**src/sv/fcpm_pkg.sv**
```systemverilog
`timescale 1ns / 1ps

package fcpm_pkg;

  localparam int SAMPLE_WIDTH = 32;
  localparam int FRAC_BITS = 16;

  // Quotient magnitude holds values up to 2.0 in fixed point.
  localparam int QW = FRAC_BITS + 2;
  localparam int XW = QW + 1;
  localparam int KW = 11;
  localparam int TW = FRAC_BITS + 13;
  localparam int LATENCY = FRAC_BITS + 5;

  localparam logic [1:0] REG_PALETTE = 2'd0;
  localparam logic [1:0] REG_LOW = 2'd1;
  localparam logic [1:0] REG_HIGH = 2'd2;

  typedef enum logic [1:0] {
    PAL_RAINBOW = 2'd0,
    PAL_GRAY    = 2'd1,
    PAL_AFMHOT  = 2'd2
  } palette_t;

  localparam logic signed [KW-1:0] K_RAINBOW = 11'sd1020;
  localparam logic signed [KW-1:0] K_AFMHOT = 11'sd510;
  localparam logic signed [KW-1:0] K_GRAY = 11'sd255;

  localparam logic [SAMPLE_WIDTH-1:0] HIGH_RESET = SAMPLE_WIDTH'(1) << FRAC_BITS;
  localparam logic [QW-1:0] Q_SAT = QW'(2) << FRAC_BITS;

  localparam logic signed [TW-1:0] C_127 = TW'(127) << FRAC_BITS;
  localparam logic signed [TW-1:0] C_133 = TW'(133) << FRAC_BITS;
  localparam logic signed [TW-1:0] C_389 = TW'(389) << FRAC_BITS;
  localparam logic signed [TW-1:0] C_392 = TW'(392) << FRAC_BITS;
  localparam logic signed [TW-1:0] C_640 = TW'(640) << FRAC_BITS;
  localparam logic signed [TW-1:0] C_644 = TW'(644) << FRAC_BITS;
  localparam logic signed [TW-1:0] C_900 = TW'(900) << FRAC_BITS;
  localparam logic signed [TW-1:0] C_1155 = TW'(1155) << FRAC_BITS;
  localparam logic signed [TW-1:0] C_255 = TW'(255) << FRAC_BITS;
  localparam logic signed [TW-1:0] C_HALF_255 = TW'(255) << (FRAC_BITS - 1);

  typedef struct packed {
    logic                    neg;
    logic                    sat;
    logic                    deg;
    logic                    bright;
    palette_t                pal;
    logic [QW-1:0]           q;
    logic [SAMPLE_WIDTH-1:0] r;
    logic [SAMPLE_WIDTH-1:0] d;
  } div_t;

  function automatic logic signed [TW-1:0] smin(input logic signed [TW-1:0] a,
                                                 input logic signed [TW-1:0] b);
    return (a < b) ? a : b;
  endfunction

  function automatic logic signed [TW-1:0] smax(input logic signed [TW-1:0] a,
                                                 input logic signed [TW-1:0] b);
    return (a > b) ? a : b;
  endfunction

  // Truncate the fraction and clamp to the 8-bit channel range.
  function automatic logic [7:0] chan(input logic signed [TW-1:0] v);
    logic [TW-FRAC_BITS-1:0] u;
    u = v[TW-1:FRAC_BITS];
    if (v <= 0) begin
      return 8'd0;
    end else if (u > (TW-FRAC_BITS)'(255)) begin
      return 8'd255;
    end
    return u[7:0];
  endfunction

endpackage

```
**src/sv/fcpm_front.sv**
```systemverilog
`timescale 1ns / 1ps

module fcpm_front (
  input  logic                             clk,
  input  logic                             rst,
  input  logic                             in_valid,
  input  logic [fcpm_pkg::SAMPLE_WIDTH-1:0] sample,
  input  logic [fcpm_pkg::SAMPLE_WIDTH-1:0] range_low,
  input  logic [fcpm_pkg::SAMPLE_WIDTH-1:0] range_high,
  input  fcpm_pkg::palette_t               pal,
  output logic                             out_valid,
  output fcpm_pkg::div_t                   out_data
);
  import fcpm_pkg::*;

  localparam int SW = SAMPLE_WIDTH;

  logic                 a_valid;
  logic signed [SW:0]   a_num;
  logic [SW:0]          a_den;
  logic                 a_deg;
  logic                 a_bright;
  palette_t             a_pal;

  logic                 b_valid;
  logic [SW-1:0]        b_n;
  logic [SW-1:0]        b_d;
  logic                 b_neg;
  logic                 b_deg;
  logic                 b_bright;
  palette_t             b_pal;

  logic signed [SW:0]   s_ext;
  logic signed [SW:0]   lo_ext;
  logic signed [SW:0]   hi_ext;
  logic signed [SW:0]   num_abs;
  logic                 ge_two;
  logic                 ge_one;

  assign s_ext = $signed({sample[SW-1], sample});
  assign lo_ext = $signed({range_low[SW-1], range_low});
  assign hi_ext = $signed({range_high[SW-1], range_high});
  assign num_abs = a_num[SW] ? -a_num : a_num;
  assign ge_two = {1'b0, b_n} >= {b_d, 1'b0};
  assign ge_one = b_n >= b_d;

  always_ff @(posedge clk) begin
    if (rst) begin
      a_valid <= 1'b0;
      b_valid <= 1'b0;
      out_valid <= 1'b0;
    end else begin
      a_valid <= in_valid;
      b_valid <= a_valid;
      out_valid <= b_valid;
    end
  end

  always_ff @(posedge clk) begin
    a_num <= s_ext - lo_ext;
    a_den <= hi_ext - lo_ext;
    a_deg <= hi_ext <= lo_ext;
    a_bright <= s_ext > hi_ext;
    a_pal <= pal;

    b_n <= num_abs[SW-1:0];
    b_d <= a_den[SW-1:0];
    b_neg <= a_num[SW];
    b_deg <= a_deg;
    b_bright <= a_bright;
    b_pal <= a_pal;

    out_data.neg <= b_neg;
    out_data.sat <= ge_two;
    out_data.deg <= b_deg;
    out_data.bright <= b_bright;
    out_data.pal <= b_pal;
    out_data.q <= QW'(ge_one);
    out_data.r <= ge_one ? (b_n - b_d) : b_n;
    out_data.d <= b_d;
  end

endmodule

```
**src/sv/fcpm_frac_step.sv**
```systemverilog
`timescale 1ns / 1ps

module fcpm_frac_step (
  input  logic           clk,
  input  logic           rst,
  input  logic           in_valid,
  input  fcpm_pkg::div_t in_data,
  output logic           out_valid,
  output fcpm_pkg::div_t out_data
);
  import fcpm_pkg::*;

  localparam int SW = SAMPLE_WIDTH;

  logic [SW:0] r2;
  logic [SW:0] diff;
  logic        ge;
  div_t        out_next;

  assign r2 = {in_data.r, 1'b0};
  assign diff = r2 - {1'b0, in_data.d};
  assign ge = r2 >= {1'b0, in_data.d};

  always_comb begin
    out_next = in_data;
    out_next.q = {in_data.q[QW-2:0], ge};
    out_next.r = ge ? diff[SW-1:0] : r2[SW-1:0];
  end

  always_ff @(posedge clk) begin
    if (rst) begin
      out_valid <= 1'b0;
    end else begin
      out_valid <= in_valid;
    end
  end

  always_ff @(posedge clk) begin
    out_data <= out_next;
  end

endmodule

```
**src/sv/fcpm_color.sv**
```systemverilog
`timescale 1ns / 1ps

module fcpm_color (
  input  logic           clk,
  input  logic           rst,
  input  logic           in_valid,
  input  fcpm_pkg::div_t in_data,
  output logic           out_valid,
  output logic [7:0]     red,
  output logic [7:0]     green,
  output logic [7:0]     blue
);
  import fcpm_pkg::*;

  logic                   d_valid;
  logic signed [TW-1:0]   d_t;
  logic                   d_deg;
  logic                   d_bright;
  palette_t               d_pal;

  logic [QW-1:0]          x_mag;
  logic signed [XW-1:0]   x_s;
  logic signed [KW-1:0]   kmul;
  logic signed [XW+KW-1:0] prod;

  logic signed [TW-1:0]   rb_r;
  logic signed [TW-1:0]   rb_g;
  logic signed [TW-1:0]   rb_b;
  logic [7:0]             r_val;
  logic [7:0]             g_val;
  logic [7:0]             b_val;

  assign x_mag = in_data.sat ? Q_SAT : in_data.q;
  assign x_s = in_data.neg ? -$signed({1'b0, x_mag}) : $signed({1'b0, x_mag});
  assign prod = x_s * kmul;

  always_comb begin
    unique case (in_data.pal)
      PAL_GRAY:   kmul = K_GRAY;
      PAL_AFMHOT: kmul = K_AFMHOT;
      default:    kmul = K_RAINBOW;
    endcase
  end

  assign rb_r = smin(d_t - C_389, C_1155 - d_t);
  assign rb_g = smax(smin(d_t - C_133, C_644 - d_t), smin(d_t - C_392, C_900 - d_t));
  assign rb_b = smin(d_t + C_127, C_640 - d_t);

  always_comb begin
    if (d_deg) begin
      r_val = d_bright ? 8'd255 : 8'd0;
      g_val = r_val;
      b_val = r_val;
    end else begin
      unique case (d_pal)
        PAL_GRAY: begin
          r_val = chan(d_t);
          g_val = r_val;
          b_val = r_val;
        end
        PAL_AFMHOT: begin
          r_val = chan(d_t);
          g_val = chan(d_t - C_HALF_255);
          b_val = chan(d_t - C_255);
        end
        default: begin
          r_val = chan(rb_r);
          g_val = chan(rb_g);
          b_val = chan(rb_b);
        end
      endcase
    end
  end

  always_ff @(posedge clk) begin
    if (rst) begin
      d_valid <= 1'b0;
      out_valid <= 1'b0;
    end else begin
      d_valid <= in_valid;
      out_valid <= d_valid;
    end
  end

  always_ff @(posedge clk) begin
    d_t <= prod[TW-1:0];
    d_deg <= in_data.deg;
    d_bright <= in_data.bright;
    d_pal <= in_data.pal;
    red <= r_val;
    green <= g_val;
    blue <= b_val;
  end

endmodule

```
**src/sv/false_color_palette_map_unit.sv**
```systemverilog
`timescale 1ns / 1ps

// Channel   Direction  Handshake            Payload
// input     in         start (busy low)     sample
// config    in         cfg_write            cfg_addr, cfg_wdata
// result    out        done, one cycle      red, green, blue
//
// One sample enters every clock cycle; busy is always low.
// Each result passes through the front end, the divider stages and the colour
// stage; the divider resolves one quotient bit per pipeline stage.
// Reset clears every pipeline valid bit and loads the register defaults.
// The result side cannot stall, so the pipeline advances on every cycle.

module false_color_palette_map_unit (
  input  logic                              clk,
  input  logic                              rst,
  input  logic                              start,
  output logic                              busy,
  input  logic [fcpm_pkg::SAMPLE_WIDTH-1:0] sample,
  input  logic                              cfg_write,
  input  logic [1:0]                        cfg_addr,
  input  logic [fcpm_pkg::SAMPLE_WIDTH-1:0] cfg_wdata,
  output logic                              done,
  output logic [7:0]                        red,
  output logic [7:0]                        green,
  output logic [7:0]                        blue
);
  import fcpm_pkg::*;

  palette_t                palette_select;
  logic [SAMPLE_WIDTH-1:0] range_low;
  logic [SAMPLE_WIDTH-1:0] range_high;

  logic                    stage_valid [FRAC_BITS+1];
  div_t                    stage_data [FRAC_BITS+1];

  assign busy = 1'b0;

  always_ff @(posedge clk) begin
    if (rst) begin
      palette_select <= PAL_RAINBOW;
      range_low <= '0;
      range_high <= HIGH_RESET;
    end else if (cfg_write) begin
      unique case (cfg_addr)
        REG_PALETTE: palette_select <= palette_t'(cfg_wdata[1:0]);
        REG_LOW:     range_low <= cfg_wdata;
        REG_HIGH:    range_high <= cfg_wdata;
        default:     ;
      endcase
    end
  end

  fcpm_front u_front (
    .clk       (clk),
    .rst       (rst),
    .in_valid  (start && !busy),
    .sample    (sample),
    .range_low (range_low),
    .range_high(range_high),
    .pal       (palette_select),
    .out_valid (stage_valid[0]),
    .out_data  (stage_data[0])
  );

  for (genvar i = 0; i < FRAC_BITS; i++) begin : g_frac
    fcpm_frac_step u_step (
      .clk      (clk),
      .rst      (rst),
      .in_valid (stage_valid[i]),
      .in_data  (stage_data[i]),
      .out_valid(stage_valid[i+1]),
      .out_data (stage_data[i+1])
    );
  end

  fcpm_color u_color (
    .clk      (clk),
    .rst      (rst),
    .in_valid (stage_valid[FRAC_BITS]),
    .in_data  (stage_data[FRAC_BITS]),
    .out_valid(done),
    .red      (red),
    .green    (green),
    .blue     (blue)
  );

  a_latency: assert property (@(posedge clk) disable iff (rst)
    start && !busy |-> ##LATENCY done)
    else $error("accepted beat did not produce a result on time");

  a_no_spurious: assert property (@(posedge clk) disable iff (rst)
    done |-> $past(start, LATENCY))
    else $error("result produced without a matching input beat");

  a_quotient_bound: assert property (@(posedge clk) disable iff (rst)
    stage_valid[0] |-> stage_data[0].sat || stage_data[0].deg ||
      stage_data[0].r < stage_data[0].d)
    else $error("divider remainder not below divisor");

endmodule

```
**config.mk**
```make
export PLATFORM = sky130hd
export DESIGN_NAME = false_color_palette_map_unit
export DESIGN_NICKNAME = d
export VERILOG_FILES = /design/src/sv/fcpm_pkg.sv /design/src/sv/fcpm_front.sv /design/src/sv/fcpm_frac_step.sv /design/src/sv/fcpm_color.sv /design/src/sv/false_color_palette_map_unit.sv
export SDC_FILE = /design/constraint.sdc
export NUM_CORES = 2
export LEC_CHECK = 0
export BUFFER_PORTS_ARGS = -buffer_cell sky130_fd_sc_hd__buf_2
export CORE_ASPECT_RATIO = 0.6
export CORE_UTILIZATION = 25
export DETAILED_ROUTE_END_ITERATION = 7
export PLACE_DENSITY = 0.46
export SLEW_MARGIN = 0
export SYNTH_ARGS = -nofsm -noshare
export SYNTH_HDL_FRONTEND = slang
export SYNTH_SLANG_ARGS = --single-unit
```
**constraint.sdc**
```tcl
create_clock -name clk -period 8.32 [get_ports clk]
set_input_delay 0.832 -clock clk [delete_from_list [all_inputs] [get_ports clk]]
set_output_delay 0.832 -clock clk [all_outputs]
set_load 0.02 [all_outputs]
```
Yosys cells after proc, flatten, opt, wreduce, memory -nomap -nowiden
Cells that the tools add are included.
Widths: inputs -> output; s select.

word-level totals
  register bits after elaboration = 1561
  bits in latches = 0
  memory bits (writable) = 0
  ROM bits = 0
  bits of input ports = 70
  output and inout bits = 26
  logic and storage cells = 347
  memories kept = 0

operators by class
  $add $sub $neg = 30
  $mul = 1
  div/mod/pow operators = 0
  order comparisons = 37
  eq/ne operators = 6
  shift operators = 0
  muxes and demuxes = 77
  bitwise gates (word level) = 0
  reduce and logical (&&, ||, !) cells = 5

operators by type and width
  operator                count
  $mux 32                 17
  $sub 32x32->32          17
  $ge 33x32->1            16
  $mux 8                  23
  $le 29x1->1 const B     6
  $mux 29                 5
  $lt 29x29->1            4
  $sub 27x29->29 const A  3
  $gt 13x8->1 const B     6
  $sub 29x25->29 const B  2
  $sub 29x26->29 const B  2
  $pmux 8 s2              3
  $ge 32x33->1            1
  $sub 32x32->33          1
  $ge 32x32->1            1
  $gt 32x32->1            1
  $le 32x32->1            1
  $neg 32->32             1
  $add 29x24->29 const B  1
  $gt 29x29->1            1
  $mul 19x11->29          1
  $sub 28x29->29 const A  1
  $sub 29x24->29 const B  1
  $mux 1                  26
  9 further kinds         15

Logic depth before layout (Yosys ltp)
  word-level depth = 13
  depth in mapped cells = 37
  mapped depth without buffers = 31

By module
From an unflattened synthesis, not the netlist that was laid out.

second synthesis, totals
  cell total of the unflattened synthesis = 10079
  area total of the unflattened synthesis = 96936.7 µm²

modules (own cells, without submodules)
  module                        instances  cells each  area each (µm²)  sequential area each (µm²)
  fcpm_frac_step                16         410         4205.3           1781.7
  fcpm_color                    1          1889        14393.8          1181.1
  fcpm_front                    1          1374        12479.5          4244.1
  false_color_palette_map_unit  1          256         2778.9           1321.3

Worst setup path before layout
Ideal clock, no wire load.

  kind = register to register
  start point = register u_color.d_t[19]
  end point = register u_color.green[6]
  setup time = 0.146 ns
  data arrival time = 7.616 ns
  required time = 8.174 ns
  setup slack = 0.558 ns
  stages on the path, launching flop included = 37
  buffers on the path = 6
  clock period less this slack = 7.762 ns
  cell sequence = dfxtp_1 clkbuf_1 clkbuf_1 inv_2 ha_1 or3b_1 clkbuf_1 nor4b_2 a21oi_1 a21o_1 a21oi_1 xor2_1 ha_1 a21oi_1 o21bai_1 a211o_1 a221o_1 a311oi_1 nor3_1 a21oi_1 buf_1 clkbuf_1 clkbuf_1 o21ai_0 ha_1 o21a_1 o21a_1 o21ai_0 a21oi_1 o31a_1 o21ai_0 nand2_1 mux2i_1 o21a_1 nor2_1 a211oi_2 a311oi_1

between the ends
  longest elaborated chain between the ends = 13
  elaborated cells between the ends (all ways) = 37
  classes of those cells = add/sub: 5; order compare: 9; mux: 23

ends and longest elaborated chain
  item                                                                     line              RTL
  from (decl)                                                              fcpm_color.sv:16  logic signed [TW-1:0] d_t;
  from (signal assigned)                                                   fcpm_color.sv:86  d_t <= prod[TW-1:0];
  parallel branches: the longest is 11 deep, another holds $sub 29x25->29  --
  $pmux 8 s2 *                                                             fcpm_color.sv:55  unique case (d_pal)
  $mux 8 *                                                                 fcpm_color.sv:50  if (d_deg) begin
  via u_color.g_val[6]                                                     fcpm_color.sv:30  logic [7:0] g_val;
  to (signal assigned)                                                     fcpm_color.sv:91  green <= g_val;
  to (decl)                                                                fcpm_color.sv:10  output logic [7:0] green,

Mark *: on every way through the listed nets, which the timed path passes. The select of a mux whose other input is x is not followed.
A chain may end at the register's enable or synchronous reset.

Final worst setup path
  start point = register u_color.d_t[19]
  end point = register u_color.green[0]

The elaborated chain is that of the path after synthesis.

==> reports/metrics.yaml <==
clock_tree:
  cts_root_buf: "clkbuf_16"
  cts_tree: "built"
  postCtsHoldBufs: 0
  clk_path_buf_depth: 4
  numClockSinks: 1561
  clk-insertion-delay-late_ns: 0.87
  path_clk_slew_ns: 0.07
  ctsHtreeMaxLevel: 4
  numCtsBuffers: 173
synthesis:
  yosys_warnings: 0
  syn_inst: 9020
  synth_edf_count: 0
  async_flop_share_pct: 0
  ys_ff_latch: 1561
  syn-num-nets: 10100
  ys_types: 98
  syn_avg_cell_area_um2: 9.04
  synth_top_flop_cell: "dfxtp_1"
  yosysSeqAreaShare_pct: 38.3
  synth_area_um2: 81500
flow_run:
  cap_violations: 0
critical_path:
  reg2reg_depth: 32
  crit_fanout: 12
  crit_top_cell: "a21oi_1"
  worst-setup-path-type: "reg2reg"
  critical_path_arrival_ns: 8.55
  cp_slowest_cell: "or3b_1"
  startpoint_type: "flip-flop"
  critPathMaxStageDelay_ns: 0.52
  setup.worst_path.end_class: "flip-flop"
  crit_required_ns: 9.00
die:
  num_rows: 161
  io_pins: 96
  die_h_um: 444
  die-area_um2: 328000
  start_util_pct: 25.3
  dieWidth_um: 739
  design.core.area_um2: 323000
drt:
  drt_first_pass_iters: 6
  via_per_inst: 4.65
  dr_total_vias: 63600
  wirelength_mm: 256
  wl_per_cell_um: 18.7
  postRouteAntennaNets: 0
  drt_iter0_drc: 5760
  drc: 0
worst_hold_path:
  hold_path.class: "in2reg"
  worstHoldPathCells: 2
grt:
  grt_max_degree: 88
  gr-total-overflow: 0
  grt_pass1_wl_mm: 386
  grt_pass1_vias: 61000
  grtUsageTotal_pct: 15.2
  antenna_found_initial: 16
cells_and_area:
  mostFrequentLayoutCells: "dfxtp_1 (1561), inv_1 (1004), ha_1 (831), a21oi_1 (707), nand2_1 (671)"
  nets: 10300
  instances_no_fill: 13700
  area_growth_pct: 14.9
  final_core_util_pct: 29.0
  nFillCells: 33900
  drive_gt1_share_pct: 8.52
  final_common_cell: "dfxtp_1"
place:
  dp_hpwl_mm: 208
  io_buffer_count: 94
  place_congestion: 0.904
  dp_cells: 13400
status:
  status: "finished clean"
sta:
  period_needed_ns: 7.87
  maxSlewHeadroom_pct: 8.90
  setup_violations: 0
  setup_tns_ns: 0
  max_freq_ghz: 0.127
  min_period_over_period_pct: 94.5
  skew_ns: 0.0971
  worstMarginPinSlew_ns: 1.35
  rsz0062_at_grt: "false"
  finalHoldViolCount: 0
  maxSlewViolCount: 0
[stage by stage]
step,hold WS [ns],setup slack (ns),area (um2)
2_1_floorplan,0.310,0.558,81500
3_3_place_gp,0.314,0.431,87800
3_5_place_dp,0.312,0.420,87800
4_1_cts,0.0983,0.336,93600
5_1_grt,0.134,0.0433,93600
6_report,0.182,0.454,93600
[timing repair]
item | CTS | global route
setup endpoints to repair | 0 | 3
endpoints found under the hold margin | 0 | 0
setup buffers | 0 | 0
gates resized for setup | 0 | 1
[area by class of cell]
| cell class | instances | area [um2] | share of cell area (%) |
|---|---|---|---|
| clock inverter | 82 | 983 | 1.05 |
| inverter | 1008 | 3780 | 4.04 |
| multi-input combinational | 6251 | 45800 | 48.9 |
| antenna | 5 | 12.5 | 0.0134 |
| clock buffer | 224 | 4850 | 5.18 |
| timing repair buffer | 232 | 1530 | 1.64 |
| sequential | 1561 | 31300 | 33.4 |
| tap | 4319 | 5400 | 5.77 |
[worst max-delay path, delay by kind of cell (launching register included)]
kind	cells	cell delay (ns)
XOR/XNOR	1	0.38
AO/OA/AOI/OAI	17	3.78
flip-flops	1	0.32
buffers and inverters	4	0.54
adder cells (fa/ha/maj)	3	1.00
multiplexers	2	0.61
AND/OR/NAND/NOR	5	1.12
[flip-flops by register name, indices dropped and copies added (netlist names), 2 cells and up]
register and count:
u_front.a_den 32, u_front.b_d 32, u_front.out_data 71, u_color.green 8, u_front.b_n 32, u_color.d_pal 2
u_color.d_t 29, g_frac.u_step.out_data 1208, g_frac.u_step.out_valid 16, u_front.a_num 33, palette_select 2, u_color.red 8
range_high 32, u_front.b_pal 2, u_color.blue 8, u_front.a_pal 2, range_low 32
[metal layers]
layer	GRT usage (%)	share of wire (%)	vias to the layer above
met2	17.2	31	1819
met4	2.63	1.5	12
met3	4.85	9.3	256
li1	-	-	31400
met5	0	0.036	-
met1	25.9	58	30100
[synth_stat cells (11+ instances only)]
| cell | number | area (um2) |
|---|---|---|
| nor4_1 | 43 | 269 |
| a311oi_1 | 20 | 175 |
| or3_1 | 74 | 463 |
| a211o_1 | 21 | 184 |
| a41oi_1 | 15 | 131 |
| o41ai_1 | 16 | 140 |
| nor2_1 | 606 | 2270 |
| a31oi_1 | 58 | 363 |
| nand3_1 | 129 | 646 |
| buf_1 | 25 | 93.8 |
| a2111oi_0 | 19 | 166 |
| nand4_1 | 111 | 694 |
| xnor2_1 | 420 | 3680 |
| o31a_1 | 12 | 105 |
| nand3b_1 | 14 | 105 |
| o21ai_0 | 527 | 2640 |
| nor2b_1 | 126 | 788 |
| dfxtp_1 | 1561 | 31200 |
| a31o_2 | 24 | 210 |
| clkbuf_1 | 166 | 623 |
| fa_1 | 151 | 3020 |
| mux2i_1 | 37 | 370 |
| o2111ai_1 | 15 | 131 |
| mux2_2 | 178 | 2000 |
| xor2_1 | 213 | 1870 |
| and2_1 | 33 | 206 |
| o21bai_1 | 55 | 413 |
| inv_1 | 1004 | 3770 |
| and4_1 | 22 | 193 |
| a21o_1 | 233 | 1750 |
| nand2_1 | 671 | 2520 |
| nor3b_1 | 11 | 82.6 |
| and3_1 | 61 | 382 |
| o31ai_1 | 67 | 503 |
| ha_1 | 831 | 10400 |
| a211oi_1 | 57 | 428 |
| or4_1 | 20 | 150 |
| o211ai_1 | 29 | 218 |
| nor3_1 | 148 | 741 |
| o21a_1 | 101 | 758 |
| a21boi_0 | 35 | 263 |
| or2_2 | 31 | 194 |
| nand2b_1 | 142 | 888 |
| a21oi_1 | 710 | 3550 |
[cells by family (layout without fill, tap and decap cells)]
group                      after synthesis  after routing  share of synthesized area, %
muxes                                  217            217                          2.95
AOI/OAI and AO/OA                     2137           2137                          16.3
buffers and inverters                 1208           1546                          5.58
adders and majority gates              984            984                          16.5
and+or+nand+nor                       2279           2279                          13.5
xor gates and xnor gates               633            633                          6.80
DFF                                   1561           1561                          38.3
other                                    1              6                       0.00460
[path summary, 6_finish.rpt]
path | startpoint | to | slack [ns]
hold / removal | cfg_wdata[16] | range_high[16] | 0.18
hold reg to reg | g_frac[8].u_step.out_data[20] | g_frac[9].u_step.out_data[20] | 0.28
setup reg to reg | u_color.d_t[19] | u_color.green[0] | 0.45
setup / recovery | u_color.d_t[19] | u_color.green[0] | 0.45
Power is left out: the tool's default activity adds up to more than one toggle a clock period on the data nets, which glitch-free logic cannot reach.
